<file path="src/hw/rtl/nrpm_pkg.sv">
// Package for the ntHash rolling pattern matcher: sizes, codes, seed types
// and the rotate and seed lookup helpers shared by the RTL modules.
// No dependencies.
`default_nettype none

package nrpm_pkg;

	localparam int MAX_PATTERN = 32;
	localparam int MAX_MATCHES = 1024;

	localparam int HASH_W = 32;
	localparam int ROT_W  = $clog2(HASH_W);
	localparam int SYM_W  = 8;
	localparam int LEN_W  = $clog2(MAX_PATTERN + 1);
	localparam int IDX_W  = (MAX_PATTERN > 1) ? $clog2(MAX_PATTERN) : 1;
	localparam int OCC_W  = $clog2(MAX_MATCHES + 1);
	localparam int POS_W  = 32;
	localparam int CFG_IDX_W = 2;

	localparam logic [SYM_W-1:0] SYM_A = 8'h41;
	localparam logic [SYM_W-1:0] SYM_C = 8'h43;
	localparam logic [SYM_W-1:0] SYM_G = 8'h47;
	localparam logic [SYM_W-1:0] SYM_T = 8'h54;

	typedef enum logic [1:0] {
		ACT_CLEAR   = 2'd0,
		ACT_PATTERN = 2'd1,
		ACT_STREAM  = 2'd2
	} action_t;

	typedef enum logic [CFG_IDX_W-1:0] {
		REG_SEED_A = 2'd0,
		REG_SEED_C = 2'd1,
		REG_SEED_G = 2'd2,
		REG_SEED_T = 2'd3
	} reg_idx_t;

	typedef struct packed {
		logic [HASH_W-1:0] a;
		logic [HASH_W-1:0] c;
		logic [HASH_W-1:0] g;
		logic [HASH_W-1:0] t;
	} seeds_t;

	// rotate left; an amount of zero (full width) leaves the word as is
	function automatic logic [HASH_W-1:0] rotl(input logic [HASH_W-1:0] x,
			input logic [ROT_W-1:0] amt);
		logic [2*HASH_W-1:0] d;
		d = {x, x} << amt;
		return d[2*HASH_W-1:HASH_W];
	endfunction

	// bytes other than A, C, G, T map to a zero seed
	function automatic logic [HASH_W-1:0] seed_of(input seeds_t s,
			input logic [SYM_W-1:0] sym);
		logic [HASH_W-1:0] r;
		case (sym)
			SYM_A:   r = s.a;
			SYM_C:   r = s.c;
			SYM_G:   r = s.g;
			SYM_T:   r = s.t;
			default: r = '0;
		endcase
		return r;
	endfunction

endpackage

`default_nettype wire

</file>
<file path="src/hw/rtl/nrpm_roll_hash.sv">
// Rolling ntHash step: rotate the window hash, bring in the entering
// symbol's seed and cancel the leaving symbol's seed. Uses nrpm_pkg.
`default_nettype none

module nrpm_roll_hash (
	input  var nrpm_pkg::seeds_t                  seeds,
	input  var logic [nrpm_pkg::HASH_W-1:0]       hash_cur,
	input  var logic [nrpm_pkg::SYM_W-1:0]        sym_in,
	input  var logic [nrpm_pkg::SYM_W-1:0]        sym_out,
	input  var logic [nrpm_pkg::LEN_W-1:0]        len,
	input  var logic                              drop_en,
	output logic [nrpm_pkg::HASH_W-1:0]           hash_next
);
	import nrpm_pkg::*;

	logic [HASH_W-1:0] leave_term;

	// leaving seed sits rotated by the window length (mod hash width)
	assign leave_term = drop_en ? rotl(seed_of(seeds, sym_out), len[ROT_W-1:0]) : '0;
	assign hash_next  = rotl(hash_cur, ROT_W'(1)) ^ seed_of(seeds, sym_in) ^ leave_term;

endmodule

`default_nettype wire

</file>
<file path="src/hw/rtl/nthash_rolling_pattern_match.sv">
// Top level of the ntHash rolling pattern matcher.
// Depends on nrpm_pkg and nrpm_roll_hash.
`default_nettype none

// Usage:
// - Input channel (in_valid/in_ready, action, symbol) carries one word per
//   item: clear the pattern and search state, append one pattern symbol,
//   or stream one sequence symbol.
// - Config channel (cfg_valid/cfg_ready, cfg_index, cfg_data) writes the
//   seed words for A, C, G, T. cfg_ready is always high; write only while
//   the block is idle. A clear does not touch the seeds.
// - Output channel (out_valid/out_ready) gives one word for each streamed
//   symbol that completes a pattern-length window: hash hit, exact match,
//   collision, start position, match count and limit flag.
// - Latency: the result word is valid the cycle after its symbol is taken.
// - Throughput: one item per cycle when no result stalls. The hash roll,
//   the 32-byte window compare and the counter updates sit between the
//   state and output registers, so the only limit is the output register.
// - Stall: while a result waits and out_ready is low, in_ready drops and
//   the held word stays unchanged; in_ready follows out_ready, so a word can
//   be taken in the same cycle the previous result leaves.
// - Reset (arst_n low): seeds, pattern length, hashes and counts go to zero
//   and the output register empties. No clearing pass is needed: only
//   pattern and window bytes written since the last restart are ever read.
module nthash_rolling_pattern_match (
	input  var logic                              clk,
	input  var logic                              arst_n,

	input  var logic                              cfg_valid,
	output logic                                  cfg_ready,
	input  var logic [nrpm_pkg::CFG_IDX_W-1:0]    cfg_index,
	input  var logic [nrpm_pkg::HASH_W-1:0]       cfg_data,

	input  var logic                              in_valid,
	output logic                                  in_ready,
	input  var logic [1:0]                        action,
	input  var logic [nrpm_pkg::SYM_W-1:0]        symbol,

	output logic                                  out_valid,
	input  var logic                              out_ready,
	output logic                                  window_full,
	output logic                                  hash_hit,
	output logic                                  is_match,
	output logic                                  is_collision,
	output logic [nrpm_pkg::POS_W-1:0]            start_position,
	output logic [nrpm_pkg::OCC_W-1:0]            match_count,
	output logic                                  limit_reached
);
	import nrpm_pkg::*;

	// configuration
	seeds_t seeds_q;

	// search state
	logic [SYM_W-1:0]  pat_q [MAX_PATTERN];   // pat_q[0] = newest pattern byte
	logic [SYM_W-1:0]  win_q [MAX_PATTERN];   // win_q[0] = newest sequence byte
	logic [LEN_W-1:0]  len_q;
	logic [LEN_W-1:0]  fill_q;
	logic [HASH_W-1:0] phash_q;
	logic [HASH_W-1:0] whash_q;
	logic [POS_W-1:0]  seen_q;
	logic [OCC_W-1:0]  occ_q;

	// output register
	logic              out_valid_q;
	logic              hit_q, match_q, coll_q, limit_q;
	logic [POS_W-1:0]  pos_q;
	logic [OCC_W-1:0]  count_q;

	logic              in_acc;
	logic              cfg_acc;
	logic [LEN_W-1:0]  len_m1;
	logic              drop_en;
	logic [HASH_W-1:0] whash_n;
	logic [LEN_W-1:0]  fill_n;
	logic [POS_W-1:0]  seen_n;
	logic [MAX_PATTERN-1:0] eq_vec;
	logic              same;
	logic              hit;
	logic              counted;
	logic [OCC_W-1:0]  occ_n;
	logic              emit;

	assign cfg_ready = 1'b1;
	assign cfg_acc   = cfg_valid & cfg_ready;
	assign in_ready  = ~out_valid_q | out_ready;
	assign in_acc    = in_valid & in_ready;

	always_ff @(posedge clk or negedge arst_n) begin
		if (!arst_n) begin
			seeds_q <= '0;
		end else if (cfg_acc) begin
			case (cfg_index)
				REG_SEED_A: seeds_q.a <= cfg_data;
				REG_SEED_C: seeds_q.c <= cfg_data;
				REG_SEED_G: seeds_q.g <= cfg_data;
				REG_SEED_T: seeds_q.t <= cfg_data;
				default:    seeds_q.a <= seeds_q.a;
			endcase
		end
	end

	// leaving byte is the oldest one of the current window
	assign len_m1  = len_q - LEN_W'(1);
	assign drop_en = (fill_q >= len_q);

	nrpm_roll_hash u_roll (
		.seeds     (seeds_q),
		.hash_cur  (whash_q),
		.sym_in    (symbol),
		.sym_out   (win_q[len_m1[IDX_W-1:0]]),
		.len       (len_q),
		.drop_en   (drop_en),
		.hash_next (whash_n)
	);

	assign fill_n = (fill_q < LEN_W'(MAX_PATTERN)) ? fill_q + LEN_W'(1) : fill_q;
	assign seen_n = seen_q + POS_W'(1);

	// exact compare against the window after the shift, first len bytes only
	always_comb begin
		for (int j = 0; j < MAX_PATTERN; j++) begin
			if (j == 0)
				eq_vec[j] = (symbol == pat_q[0]) || (len_q <= LEN_W'(j));
			else
				eq_vec[j] = (win_q[j-1] == pat_q[j]) || (len_q <= LEN_W'(j));
		end
	end

	assign same    = &eq_vec;
	assign hit     = (whash_n == phash_q);
	assign counted = hit & same & (occ_q < OCC_W'(MAX_MATCHES));
	assign occ_n   = counted ? occ_q + OCC_W'(1) : occ_q;
	assign emit    = in_acc && (action == ACT_STREAM) && (len_q != '0) && (fill_n >= len_q);

	// control and counters
	always_ff @(posedge clk or negedge arst_n) begin
		if (!arst_n) begin
			len_q   <= '0;
			fill_q  <= '0;
			phash_q <= '0;
			whash_q <= '0;
			seen_q  <= '0;
			occ_q   <= '0;
		end else if (in_acc) begin
			case (action)
				ACT_CLEAR: begin
					len_q   <= '0;
					fill_q  <= '0;
					phash_q <= '0;
					whash_q <= '0;
					seen_q  <= '0;
					occ_q   <= '0;
				end
				ACT_PATTERN: begin
					// append and restart the search; drop once the pattern is full
					if (len_q < LEN_W'(MAX_PATTERN)) begin
						len_q   <= len_q + LEN_W'(1);
						phash_q <= rotl(phash_q, ROT_W'(1)) ^ seed_of(seeds_q, symbol);
						fill_q  <= '0;
						whash_q <= '0;
						seen_q  <= '0;
						occ_q   <= '0;
					end
				end
				ACT_STREAM: begin
					seen_q <= seen_n;
					if (len_q != '0) begin
						whash_q <= whash_n;
						fill_q  <= fill_n;
						if (fill_n >= len_q)
							occ_q <= occ_n;
					end
				end
				default: begin
					len_q <= len_q;
				end
			endcase
		end
	end

	// byte shift lines; only bytes written since the last restart are read
	always_ff @(posedge clk) begin
		if (in_acc && action == ACT_PATTERN && len_q < LEN_W'(MAX_PATTERN)) begin
			pat_q[0] <= symbol;
			for (int j = 1; j < MAX_PATTERN; j++)
				pat_q[j] <= pat_q[j-1];
		end
		if (in_acc && action == ACT_STREAM && len_q != '0) begin
			win_q[0] <= symbol;
			for (int j = 1; j < MAX_PATTERN; j++)
				win_q[j] <= win_q[j-1];
		end
	end

	// output register: hold while the receiver stalls
	always_ff @(posedge clk or negedge arst_n) begin
		if (!arst_n) begin
			out_valid_q <= 1'b0;
		end else if (in_ready) begin
			out_valid_q <= emit;
		end
	end

	always_ff @(posedge clk) begin
		if (emit) begin
			hit_q   <= hit;
			match_q <= counted;
			coll_q  <= hit & ~same;
			pos_q   <= seen_n - POS_W'(len_q);
			count_q <= occ_n;
			limit_q <= (occ_n >= OCC_W'(MAX_MATCHES));
		end
	end

	assign out_valid      = out_valid_q;
	assign window_full    = 1'b1;
	assign hash_hit       = hit_q;
	assign is_match       = match_q;
	assign is_collision   = coll_q;
	assign start_position = pos_q;
	assign match_count    = count_q;
	assign limit_reached  = limit_q;

endmodule

`default_nettype wire
</file>
<file path="config.mk">
export PLATFORM = sky130hd
export DESIGN_NAME = nthash_rolling_pattern_match
export DESIGN_NICKNAME = d
export VERILOG_FILES = /design/src/hw/rtl/nrpm_pkg.sv /design/src/hw/rtl/nrpm_roll_hash.sv /design/src/hw/rtl/nthash_rolling_pattern_match.sv
export SDC_FILE = /design/constraint.sdc
export NUM_CORES = 1
export LEC_CHECK = 0
export ABC_AREA = 1
export BUFFER_PORTS_ARGS = -buffer_cell sky130_fd_sc_hd__clkbuf_2
export CELL_PAD_IN_SITES_DETAIL_PLACEMENT = 1
export CELL_PAD_IN_SITES_GLOBAL_PLACEMENT = 1
export CORE_MARGIN = 2
export CORE_UTILIZATION = 45
export CTS_CLUSTER_DIAMETER = 30
export DETAILED_ROUTE_END_ITERATION = 16
export PLACE_DENSITY_LB_ADDON = 0.1
export RECOVER_POWER = 100
export SYNTH_ARGS = -nofsm -noshare
export SYNTH_HDL_FRONTEND = slang
export SYNTH_HIERARCHICAL = 1
export SYNTH_SLANG_ARGS = --single-unit
</file>
<file path="constraint.sdc">
create_clock -name clk -period 18.5 [get_ports clk]
set_input_delay 0 -clock clk [delete_from_list [all_inputs] [get_ports clk]]
set_output_delay 0 -clock clk [all_outputs]
set_load 0.05 [all_outputs]
</file>
Word-level counts from Yosys, hierarchy flattened:

Memories as Yosys holds them, arrays and structs flattened.
Index checks and enable logic that the tools add are counted.

* bits in registers: 295
* RAM bits: 512
* bits of input ports: 49
* output and inout bits: 51
* logic and storage cells: 201
* memories: 2

Memories
* pat_q: words 32, bits a word 8, read ports 32, clocked after memory_dff 0, wr ports 32, line nthash_rolling_pattern_match.sv:55 `logic [SYM_W-1:0] pat_q [MAX_PATTERN];`
* win_q: words 32, bits a word 8, read ports 32, clocked after memory_dff 0, wr ports 32, line nthash_rolling_pattern_match.sv:56 `logic [SYM_W-1:0] win_q [MAX_PATTERN];`

* $add $sub $neg: 6
* order comparisons: 38
* equal/unequal tests: 49
* shift-type cells: 1
* muxes and demuxes: 27
* bitwise logic cells: 10
* reductions and logical operators: 51

Operators by type and width (number)
* $eq 8x8->1: 32
* $pmux 32 s4: 2
* $mux 32: 7
* $pmux 32 s3: 2
* $le 6x5->1 const B: 16
* $xor 32x32->32: 3
* $eq 8x7->1 const B: 8
* $pmux 32 s2: 1
* $shl 64x5->64: 1
* $le 6x4->1 const B: 8
* $mux 11: 4
* $pmux 11 s3: 1
* $add 32x1->32 const B: 1
* $eq 32x32->1: 1
* $logic_or 1x1->1: 32
* $reduce_and 32->1: 1
* $sub 32x6->32: 1
* $le 6x3->1 const B: 4
* $mux 6: 4
* $pmux 6 s3: 1
* $add 6x1->6 const B: 2
* $ge 6x6->1: 2
* $le 6x1->1 const B: 2
* $le 6x2->1 const B: 2
* other kinds (23): 44

Logic depth before layout (Yosys ltp):

An unclocked memory read counts as a cell.

* depth in word-level cells: 14
* mapped depth: 44
* gate-level depth less buffers: 40

By module:

Netlist, hierarchy kept.

Modules (own cells, without submodules)
* nthash_rolling_pattern_match: instances 1, cells each 3356, area an instance 36274.8 µm², seq. area each 22962.0 µm²
* nrpm_roll_hash: instances 1, cells each 1121, area an instance 5342.6 µm², seq. area each 0.0 µm²

Worst setup path before layout:

No wires, ideal clock.

* path type: register to register
* start: register out_valid_q (netlist: out_valid)
* end: register phash_q[24]
* setup time: 0.123 ns
* arrival: 9.637 ns
* data required time: 18.377 ns
* setup slack: 8.739 ns
* stages on the path, launching flop included: 7
* buffers on the path: 1
* clock period less this slack: 9.761 ns
* cell sequence: dfrtp_1 nand2_1 nand2_1 nor3_1 clkbuf_1 o21ai_0 o22ai_1

* word-level cells in the longest chain between the ends: 4

RTL lines
* from (decl): line nthash_rolling_pattern_match.sv:65 `logic out_valid_q;`
* from (signal assigned): line nthash_rolling_pattern_match.sv:201 `out_valid_q <= emit;`
* $not 1->1: line nthash_rolling_pattern_match.sv:86 `assign in_ready = ~out_valid_q | out_ready;`
* $or 1x1->1: line nthash_rolling_pattern_match.sv:86
* named net in_ready: line nthash_rolling_pattern_match.sv:35 `output logic in_ready,`
* $and 1x1->1: line nthash_rolling_pattern_match.sv:87 `assign in_acc = in_valid & in_ready;`
* $reduce_and 3->1 (no source line)
* to (signal assigned): line nthash_rolling_pattern_match.sv:159 `phash_q <= rotl(phash_q, ROT_W'(1)) ^ seed_of(seeds_q, symbol);`
* to (decl): line nthash_rolling_pattern_match.sv:59 `logic [HASH_W-1:0] phash_q;`

The timed path passes the listed nets, and every way through them passes these cells.
A chain may end at the register's enable or synchronous reset.

Worst setup path in the final report:

* start: register len_q[0]
* end: register occ_q[8]

* word-level cells in the longest chain between the ends: 14
* elaborated cells between the ends (all ways): 90
* those cells by class: add/sub (1); order compare (35); eq/ne (8); shift (1); mux (6); bitwise (3); reduce/logical (35); memory (1)

RTL lines
* from (decl): line nthash_rolling_pattern_match.sv:57 `logic [LEN_W-1:0] len_q;`
* from (signal assigned): line nthash_rolling_pattern_match.sv:158 `len_q <= len_q + LEN_W'(1);`
* from (signal assigned): line nthash_rolling_pattern_match.sv:176 `len_q <= len_q;`
* $sub 5x1->5: line nthash_rolling_pattern_match.sv:104 `assign len_m1 = len_q - LEN_W'(1);`
* $mem_v2 32x8
* $eq 8x7->1: line nrpm_pkg.sv:57 `case (sym)`
* $pmux 32 s4: line nrpm_pkg.sv:57
* $shl 64x5->64: line nrpm_pkg.sv:49 `d = {x, x} << amt;`
* $mux 32 (*): line nrpm_roll_hash.sv:19 `assign leave_term = drop_en ? rotl(seed_of(seeds, sym_out), len[ROT_W-1:0]) : '0;`
* $xor 32x32->32 (*): line nrpm_roll_hash.sv:20 `assign hash_next = rotl(hash_cur, ROT_W'(1)) ^ seed_of(seeds, sym_in) ^ leave_term;`
* named net whash_n[16]: line nthash_rolling_pattern_match.sv:74 `logic [HASH_W-1:0] whash_n;`
* $eq 32x32->1 (*): line nthash_rolling_pattern_match.sv:131 `assign hit = (whash_n == phash_q);`
* $and 1x1->1 (*) (2 in series): line nthash_rolling_pattern_match.sv:132 `assign counted = hit & same & (occ_q < OCC_W'(MAX_MATCHES));`
* $mux 11 (*): line nthash_rolling_pattern_match.sv:133 `assign occ_n = counted ? occ_q + OCC_W'(1) : occ_q;`
* named net occ_n[8]: line nthash_rolling_pattern_match.sv:81 `logic [OCC_W-1:0] occ_n;`
* $mux 11 (*): line nthash_rolling_pattern_match.sv:171 `if (fill_n >= len_q)`
* $mux 11 (*): line nthash_rolling_pattern_match.sv:168 `if (len_q != '0) begin`
* $pmux 11 s3 (*): line nthash_rolling_pattern_match.sv:146 `case (action)`
* to (signal assigned): line nthash_rolling_pattern_match.sv:172 `occ_q <= occ_n;`
* to (decl): line nthash_rolling_pattern_match.sv:62 `logic [OCC_W-1:0] occ_q;`

Mark *: on every way through the listed nets, which the timed path passes. The rest lies on a longest branch. The select of a mux whose other input is x is not followed.

==> results_dict.tcl <==
set metrics [dict create \
    synth_edf_count 558 \
    numCtsBuffers 181 \
    finalSetupViolations 0 \
    worstMarginPinSlew_ns 4.64 \
    fin_crit_sh_pct 64.6 \
    place.gp.congestion 0.951 \
    gr-total-overflow 0 \
    ys_ff_latch 806 \
    report.final.slew_viol_count 947 \
    syn-cell-area_um2 41600 \
    fillers 10200 \
    critPathTopFamily "simple AND/OR/NAND/NOR gates" \
    slowest_stage "nor2_1" \
    port_buffers 97 \
    cts_buffer_depth 3 \
    clk_latency_ns 0.79 \
    failed_checks "max-capacitance violations, max-slew violations" \
    async_flop_share_pct 30.8 \
    cpPeakStageDelay_ns 2.27 \
    grt_use_total_pct 29.1 \
    cp_num_buf_inv 6 \
    multi_input_area_um2 16200 \
    end_kind "flop" \
    htreeDepth 4 \
    cts_root_buf "clkbuf_16" \
    grt_max_degree 158 \
    die_h_um 308 \
    ys_types 51 \
    dp_hpwl_um 86800 \
    core_area_um2 91700 \
    final_nets 4723 \
    ctsResizeCount 0 \
    cts_sinks 806 \
    crit_fanout 38 \
    critPathLaunchType "flop" \
    grt_pass1_vias 35900 \
    syn-instance-count 4477 \
    fin_util_pct 54.8 \
    postPlaceCellArea_um2 43100 \
    syn2layout_area_growth_pct 20.6 \
    synth.area.top_cells "edfxtp_1 40%, dfrtp_1 15%, nand2_1 8.0%" \
    hold_viol 0 \
    drv_cap 17 \
    die_w_um 308 \
    final_cell_mix "891 x nand2_1, 558 x edfxtp_1, 522 x nand3_1" \
    stdcell_area_um2 50200 \
    status "complete, but fails checks" \
    synth.avg_cell_area_um2 9.30 \
    die_area_um2 94900 \
    cp.arrival_ns 12.61 \
    worst_path_most_repeated_cell "nand2_1" \
    finalCriticalPeriod_ns 11.95 \
    relSlewSlack_pct -209 \
    rsz0062_at_grt "no" \
    layout_commonest_cell "nand2_1" \
    power_per_cell_area_nw_per_um2 152 \
    seq_area_um2 23000 \
    netlist.area_leader.share_pct 40.3 \
    yosys_warnings 6 \
    fmax_mhz 83.7 \
    fin_tns_setup_ns 0 \
    routedWlPerCell_um 22.9 \
    critPathKind "flop to flop" \
    grt_pass1_wl_um 213000 \
    vdd_ir_drop_max_uv 133 \
    initial_core_util_pct 45.4 \
    viasPerCell 5.71 \
    drt-initial-drc-count 2979 \
    drc 0 \
    hp-class "input port to flop" \
    vias 34200 \
    antenna_found_initial 0 \
    cts_tree "yes" \
    ant_nets 0 \
    drt_wl_total_um 137000 \
    drt_pass1_iterations 5 \
    yosys.area.top_type "edfxtp_1" \
    crit_required_ns 19.16 \
    drive_above_1_share_pct 9.45 \
    yosysSeqAreaShare_pct 55.2 \
    synthFlopType "edfxtp_1" \
    finClkSkew_ns 0.0516 \
    leakagePower_nw 20.0 \
    pin_count 100 \
    num_rows 111 \
    path_clk_slew_ns 0.05 \
]
## cells in the mapped netlist (2+ instances only)
cell type / number
nor2_1: 391
edfxtp_1: 558
nor2_4: 10
a211oi_1: 3
o21bai_1: 2
o21ai_1: 9
buf_1: 18
buf_4: 20
o211ai_1: 26
nand4_1: 65
a21oi_1: 22
nor3_2: 4
dfrtp_1: 248
nor3b_2: 2
a21oi_2: 2
xor2_1: 102
xnor2_1: 258
buf_6: 7
o21a_1: 3
a32o_1: 31
or2_2: 2
nand2_2: 12
nand3_2: 7
nor3b_1: 3
xor2_2: 4
nor3_4: 3
nand2_1: 891
nand3_1: 521
o22ai_1: 137
nor2_2: 18
o221ai_1: 23
clkinv_1: 25
inv_2: 12
a31oi_1: 9
buf_2: 36
ha_1: 27
nand2_4: 2
o21ai_0: 403
clkbuf_1: 129
nand3b_1: 2
nor3_1: 53
and2_1: 5
inv_1: 364
## flip-flops by register name, indices dropped and copies added, names as in the netlist
name and count:
hash_hit 1, is_collision 1, whash_q 32, seen_q 32, phash_q 32, limit_reached 1
len_q 6, pat_q 256, fill_q 6, occ_q 11, is_match 1, start_position 32
seeds_q 128, win_q 256, out_valid 1, match_count 10
## through the flow
stage          cells  total power [W]  hold WS [ns]  worst slack [ns]
2_1_floorplan   4478          0.00350        -0.296              8.74
6_report        5990          0.00763        0.0861              6.55
3_3_place_gp    5596          0.00406        0.0446             10.40
5_1_grt         5989          0.00795         0.116              5.91
3_5_place_dp    5596          0.00410        0.0482             10.13
4_1_cts         5989          0.00767       0.00425             10.11
## layer usage
layer | up-vias | global-route usage (%) | part of all wire (%) | wire [um]
met5 | - | 0 | 0 | 0
met4 | 0 | 7.80 | 1.9 | 2540
met3 | 180 | 5.34 | 6.6 | 9130
met2 | 1108 | 47.7 | 47 | 65100
met1 | 17300 | 39.7 | 44 | 60600
li1 | 15700 | - | - | -
## worst reg2reg max path, delay by kind of cell, from the launching register on
family / cells / cell delay, ns
flip-flops: 1 / 0.63
AO/OA/AOI/OAI: 2 / 1.17
AND/OR/NAND/NOR: 27 / 6.47
buffers and inverters: 6 / 3.20
adder cells (fa/ha/maj): 1 / 0.36
## area by class of cell
| cell class | count | area share, % |
|---|---|---|
| Clock inverter | 134 | 4.13 |
| Timing Repair Buffer | 195 | 2.50 |
| Clock buffer | 206 | 9.35 |
| Sequential cell | 806 | 45.8 |
| Antenna cell | 1 | 0.00499 |
| Multi-Input combinational cell | 3061 | 32.3 |
| Tap cell | 1186 | 2.96 |
| Inverter | 401 | 3.00 |
## worst paths after layout
check                                  start      endpoint  slack, ns  cells after the start
min in group asynchronous             arst_n      occ_q[7]       1.53                      4
worst min register to register  pat_q[0][72]  pat_q[0][80]       0.45                      0
worst max register to register      len_q[0]      occ_q[8]       6.55                     36
worst max-delay path                len_q[0]      occ_q[8]       6.55                     36
worst min-delay path               out_ready     out_valid       0.09                      5
max in group asynchronous             arst_n    whash_q[2]      12.38                      5
## report_power, final
| part | leakage [nW] | total [W] | switching [W] | internal [W] |
|---|---|---|---|---|
| clock | 3.23 | 0.00351 | 0.00111 | 0.00240 |
| combinational | 8.46 | 0.00186 | 0.00138 | 0.000485 |
| sequential | 8.35 | 0.00226 | 0.000140 | 0.00212 |
## timing repair
action                                 in CTS  in global routing
buffers inserted                            0                  0
hold buffers                               53                  0
endpoints found under the hold margin     321                  0
## cell families after synthesis
logic type	after synthesis	synth area share, %
adders and majority gates	28	0.860
AOI/OAI and AO/OA	674	9.38
other	1	0.00901
buffers and inverters	611	5.93
and+or+nand+nor	1993	20.9
xor gates and xnor gates	364	7.73
DFF	806	55.2
Note: power is estimated with default switching activity, not from simulation.
